===== config.mk =====
export PLATFORM = sky130hd
export DESIGN_NAME = tps_queue
export DESIGN_NICKNAME = d
export VERILOG_FILES = /design/src/tps_pkg.sv /design/src/tps_queue.sv
export SDC_FILE = /design/constraint.sdc
export NUM_CORES = 1
export LEC_CHECK = 0
export BUFFER_PORTS_ARGS = -buffer_cell sky130_fd_sc_hd__buf_2
export CORE_MARGIN = 10
export CORE_UTILIZATION = 56
export CTS_BUF_LIST = sky130_fd_sc_hd__clkbuf_4 sky130_fd_sc_hd__clkbuf_8
export CTS_CLUSTER_DIAMETER = 200
export DETAILED_ROUTE_END_ITERATION = 7
export GPL_TIMING_DRIVEN = 0
export PLACE_DENSITY = 0.85
export SLEW_MARGIN = 20
export SYNTH_ARGS = -nofsm -noshare
export SYNTH_HDL_FRONTEND = slang
export SYNTH_SLANG_ARGS = --single-unit

===== constraint.sdc =====
create_clock -name aclk -period 2.4 [get_ports aclk]
set_clock_uncertainty 0.15 [all_clocks]
set_input_delay 0.48 -clock aclk [delete_from_list [all_inputs] [get_ports aclk]]
set_output_delay 0.48 -clock aclk [all_outputs]
set_load 0.05 [all_outputs]

===== src/tps_pkg.sv =====
// ----------------------------------------------------------------------------
// tps_pkg: shared types and constants of the triangle plane splitter
// Holds state types, register indexes, default widths and width helpers.
// ----------------------------------------------------------------------------
package tps_pkg;

    localparam int COORD_BITS_DEF = 32;
    localparam int FRAC_BITS_DEF  = 16;
    localparam int COLOR_BITS     = 32;
    localparam int CFG_IDX_BITS   = 4;
    localparam int QUEUE_DEPTH    = 2;

    localparam logic [CFG_IDX_BITS-1:0] CFG_PLANE_A = 4'd0;
    localparam logic [CFG_IDX_BITS-1:0] CFG_PLANE_B = 4'd1;
    localparam logic [CFG_IDX_BITS-1:0] CFG_PLANE_C = 4'd2;
    localparam logic [CFG_IDX_BITS-1:0] CFG_PLANE_D = 4'd3;

    typedef enum logic [1:0] {
        F_IDLE,
        F_CALC,
        F_PUSH
    } front_state_t;

    typedef enum logic [3:0] {
        B_IDLE,
        B_DEN,
        B_DSUM,
        B_START,
        B_LOAD,
        B_MUL,
        B_DIV,
        B_FIN,
        B_EMIT
    } back_state_t;

    typedef struct packed {
        logic full;
        logic empty;
    } q_stat_t;

    // width of an exact plane value
    function automatic int sum_width(input int c, input int f);
        return ((2 * c > c + f) ? 2 * c : c + f) + 2;
    endfunction

    // width of one queue entry: vertices, color, plane value, mode
    function automatic int entry_width(input int c, input int f);
        return 9 * c + COLOR_BITS + sum_width(c, f) + 1;
    endfunction

endpackage


===== src/tps_queue.sv =====
// ----------------------------------------------------------------------------
// tps_queue: short queue between classifier and splitter
// Register based first-in first-out store with full and empty status.
// ----------------------------------------------------------------------------
module tps_queue #(
    parameter int WIDTH = 8,
    parameter int DEPTH = tps_pkg::QUEUE_DEPTH
) (
    input  logic              aclk,
    input  logic              aresetn,
    input  logic              push,
    input  logic [WIDTH-1:0]  wr_data,
    input  logic              pop,
    output logic [WIDTH-1:0]  rd_data,
    output tps_pkg::q_stat_t  stat
);
    localparam int PTR_BITS = (DEPTH > 1) ? $clog2(DEPTH) : 1;
    localparam int CNT_BITS = $clog2(DEPTH + 1);

    logic [WIDTH-1:0]    mem_reg [DEPTH];
    logic [PTR_BITS-1:0] wr_ptr_reg, rd_ptr_reg;
    logic [CNT_BITS-1:0] count_reg;

    assign stat.full  = (count_reg == CNT_BITS'(DEPTH));
    assign stat.empty = (count_reg == '0);
    assign rd_data    = mem_reg[rd_ptr_reg];

    always_ff @(posedge aclk) begin
        if (!aresetn) begin
            wr_ptr_reg <= '0;
            rd_ptr_reg <= '0;
            count_reg  <= '0;
        end else begin
            if (push) begin
                wr_ptr_reg <= (wr_ptr_reg == PTR_BITS'(DEPTH - 1)) ? '0 : wr_ptr_reg + 1'b1;
            end
            if (pop) begin
                rd_ptr_reg <= (rd_ptr_reg == PTR_BITS'(DEPTH - 1)) ? '0 : rd_ptr_reg + 1'b1;
            end
            if (push && !pop) begin
                count_reg <= count_reg + 1'b1;
            end else if (pop && !push) begin
                count_reg <= count_reg - 1'b1;
            end
        end
    end

    always_ff @(posedge aclk) begin
        if (push) begin
            mem_reg[wr_ptr_reg] <= wr_data;
        end
    end

endmodule


# Word level (Yosys, flattened, before mapping)
# Memories as Yosys holds them, arrays and structs flattened. A register that Yosys moved wholly into a read port is not among the register bits.
# Cells that the tools add are included.
word_totals:
  ff_bits: 4
  ramBits: 16
  n_memories: 1
  out_inout_bits: 10
  input_bits: 12
  wordCells: 23
op_classes:
  n_eq_ne: 1
  mux: 8
  n_reduce_logical: 6
  n_addsub: 4
mem_list:
  columns: ["memory", "depth", "word_bits", "rd", "rd_clocked_by_memory_dff", "write_ports", "line_no", "text"]
  rows:
  - ["mem_reg", 2, 8, 1, 1, 1, "tps_queue.sv:20", "logic [WIDTH-1:0] mem_reg [DEPTH];"]
op_table:
  columns: ["op", "n"]
  rows:
  - ["two-way mux 1 bit", 6]
  - ["two-way mux 2 bit", 2]
  - ["adder 1 bit (second input constant)", 2]
  - ["adder 2 x 1 -> 2 bit (second input constant)", 1]
  - ["equality test 2 bit (second input constant)", 1]
  - ["logical AND 1 bit", 2]
  - ["logical NOT 1 bit", 2]
  - ["logical NOT 2 bit", 1]
  - ["nonzero test 2 bit", 1]
  - ["subtractor 2 x 1 -> 2 bit (second input constant)", 1]

# Longest topological paths before layout
depth:
  ltp_word: 4
  depth_mapped: 5
  depth_no_buf: 5

# Least setup slack after synthesis
# No wires, ideal clock.
synth_path:
  kind: "flip-flop to output port"
  startpoint: "register count_reg[0]"
  endpoint: "output stat[0] in the netlist's numbering"
  path_buffers: 0
  required_time_ns: 1.770
  stages_incl_launch_ff: 2
  path_slack_ns: 0.779
  arrival_ns: 0.991
  path_cell_list: "dfxtp_1 -> nor2_1"
synth_rtl:
  columns: ["element", "line_no", "text"]
  rows:
  - ["start: declaration", "tps_queue.sv:22", "logic [CNT_BITS-1:0] count_reg;"]
  - ["start signal: assignment", "tps_queue.sv:41", "count_reg <= count_reg + 1'b1;"]
  - ["start signal: assignment", "tps_queue.sv:43", "count_reg <= count_reg - 1'b1;"]
  - ["end: declaration", "tps_queue.sv:15", "output tps_pkg::q_stat_t stat"]

==> flow_summary.toml <==
[logic_synthesis]
syn_area_sq_um = 795
synth_cells = 47
synth.distinct_cells = 16
synth_top_cell_by_area = "edfxtp_1"
synthArstFlopShare_pct = 0
netlist_top_cells_area = "edfxtp_1, dfxtp_1, mux2_2"
yosysTopAreaCellShare_pct = 60.5
synth.most_common_cell = "edfxtp_1"
synth_ff_type = "edfxtp_1"
postSynthAreaPerCell_sq_um = 16.9
ys_seq_area_share_pct = 73.1
ys_warn_count = 0
synthTopCellsByCount = "edfxtp_1, mux2_2, dfxtp_1, and2_1"
ys_ff_latch = 21
synth.net_count = 60
synth_edf_count = 16

[sta]
max_slew_margin_pct = 48.9
hold_ws_ns = 0.230
period_needed_ns = 2.00
fin_tns_setup_ns = 0
hold_violations = 0
slew_violations = 0
worst_pin_slew_ns = 0.765
fin_crit_sh_pct = 83.2
setup_violations = 0
max_freq_ghz = 0.501
rsz0062_at_grt = "no"

[global_route]
grt_max_degree = 12
grt-ovfl-total = 0
antenna_found_initial = 0
first_global_vias = 443
grt_usage_pct = 7.30
grt_pass1_wl_um = 1930

[clock_network]
clkTransAtPathRegs_ns = 0.10
cts_setup_buffers = 0
cts-root-buf = "clkbuf_4"
ctsResizeCount = 0
cts_hold_buf = 0
tritoncts = "done"
numCtsBuffers = 3
htreeDepth = 1
clock_path_buffers = 2
clk_latency_ns = 0.28
cts_sinks = 21

[layout]
area_growth_pct = 19.4
fin_nets = 86
drive_above_1_share_pct = 48.6
n_antenna_cell = 0
largest_register_ffs = 16

[die]
initial_core_util_pct = 60.3
pin_count = 22
core_area_sq_mm = 0.00132
die_area_sq_mm = 0.00333
die_h_um = 57.7
row_count = 13
die_w_um = 57.7

[route]
drt_iter0_drc = 4
first_pass_iters = 2
wirelength_um = 1210
vias_per_cell = 4.80
routedWlPerCell_um = 13.9
drtAntennaViolNets = 0
route.detailed.drc = 0
vias = 418

[placement]
hpwl_um = 938
port-buffer-count = 21
place.gp.congestion = 0.687

[power]
powerDensity_mw_per_mm2 = 789
p_leak_nw = 0.385
vdd_ir_drop_max_uv = 563
total_power_mw = 0.749

[setup_path]
rr_worst_depth = 1
cp-start-kind = "flop"
r2r_end = "mem_reg[0][4]"
cp.required_ns = 1.77
critPathMaxFanout = 8
endpoint_kind = "primary output"
path_cells = "buf_2 -> mux2_2 -> buf_2"
max_stage_delay_ns = 0.36
r2r_start = "wr_ptr_reg"
cpMaxStageDelayCell = "mux2_2"
critPathKind = "flop to primary output"
rrSetupSlack_ns = 0.96
critPathArrivalTime_ns = 1.37
crit_path_frequent_cell = "buf_2"
cp-endpoint = "rd_data[3]"

[worst_hold_path]
hold_path.class = "primary input to flop"

[run_status]
outcome = "finished, final reports clean"

[run]
cap_violations = 0
routing by layer:
| layer | vias to the layer above | track usage, % | wire length (um) |
|---|---|---|---|
| met5 | - | 0 | 0 |
| met4 | 0 | 0 | 0 |
| met3 | 0 | 3.05 | 46 |
| met2 | 10 | 14.1 | 630 |
| met1 | 188 | 7.49 | 535 |
| li1 | 220 | - | - |
metrics by stage:
step | util, % | cell area, sq um | setup WS (ns) | instances
6_report | 72.0 | 948 | 0.404 | 87
5_1_grt | 72.0 | 948 | 0.343 | 87
4_1_cts | 72.0 | 948 | 0.382 | 87
3_5_place_dp | 69.7 | 918 | 0.647 | 83
3_3_place_gp | 69.7 | 918 | 0.662 | 83
2_1_floorplan | - | 795 | 0.779 | 47
worst max-delay path, delay by kind of cell, from the launching register on:
family / cells / cell delay, ns
flip-flops: 1 / 0.31
multiplexers: 1 / 0.36
buffers and inverters: 2 / 0.41
placed cells by master, fill, tap and decap left out, drive strengths merged:
cell type / Yosys / final
inv: 1 / 1
a21boi: 1 / 1
and2b: 1 / 1
o21ai: 1 / 1
or3: 1 / 1
mux2: 8 / 8
xnor2: 1 / 1
clkbuf: 0 / 4
and2: 4 / 4
buf: 1 / 22
edfxtp: 16 / 16
dfxtp: 5 / 5
ha: 1 / 1
o21a: 1 / 1
xor2: 2 / 2
nor2b: 2 / 2
nor2: 1 / 1
worst min path at each step:
| stage | startpoint | end | slack [ns] | cells past startpoint |
|---|---|---|---|---|
| global placement | count_reg[1] | count_reg[1] | 0.34 | 2 |
| CTS | wr_data[0] | mem_reg[1][0] | 0.22 | 1 |
| floorplan | count_reg[1] | count_reg[1] | 0.32 | 2 |
| finish | wr_data[4] | mem_reg[1][4] | 0.23 | 1 |
| global route | wr_data[1] | mem_reg[0][1] | 0.21 | 1 |
| detailed placement | count_reg[1] | count_reg[1] | 0.35 | 2 |
layout make-up:
class	instances	area [sq um]
buffer	1	5.00
clock buffer	4	30.0
fill	100	369
inverter	1	3.75
multi-input combinational	24	205
sequential	21	581
tap	15	18.8
timing repair buffer	21	105
power by group:
| group | total (mW) | switching, mW | internal [mW] | leakage [nW] |
|---|---|---|---|---|
| Sequential | 0.425 | 0.00948 | 0.416 | 0.192 |
| Clock | 0.164 | 0.0884 | 0.0757 | 0.0184 |
| Combinational | 0.159 | 0.108 | 0.0513 | 0.175 |
cell families after synthesis:
group / count (synthesis) / synth area share (%)
AO/OA/AOI/OAI: 3 / 2.52
XOR/XNOR: 3 / 3.31
adder cells (fa/ha/maj): 1 / 1.57
buffers and inverters: 2 / 1.10
flip-flops: 21 / 73.1
multiplexers: 8 / 11.3
AND/OR/NAND/NOR: 9 / 7.09
No activity file was read; power rests on OpenSTA's default activity.
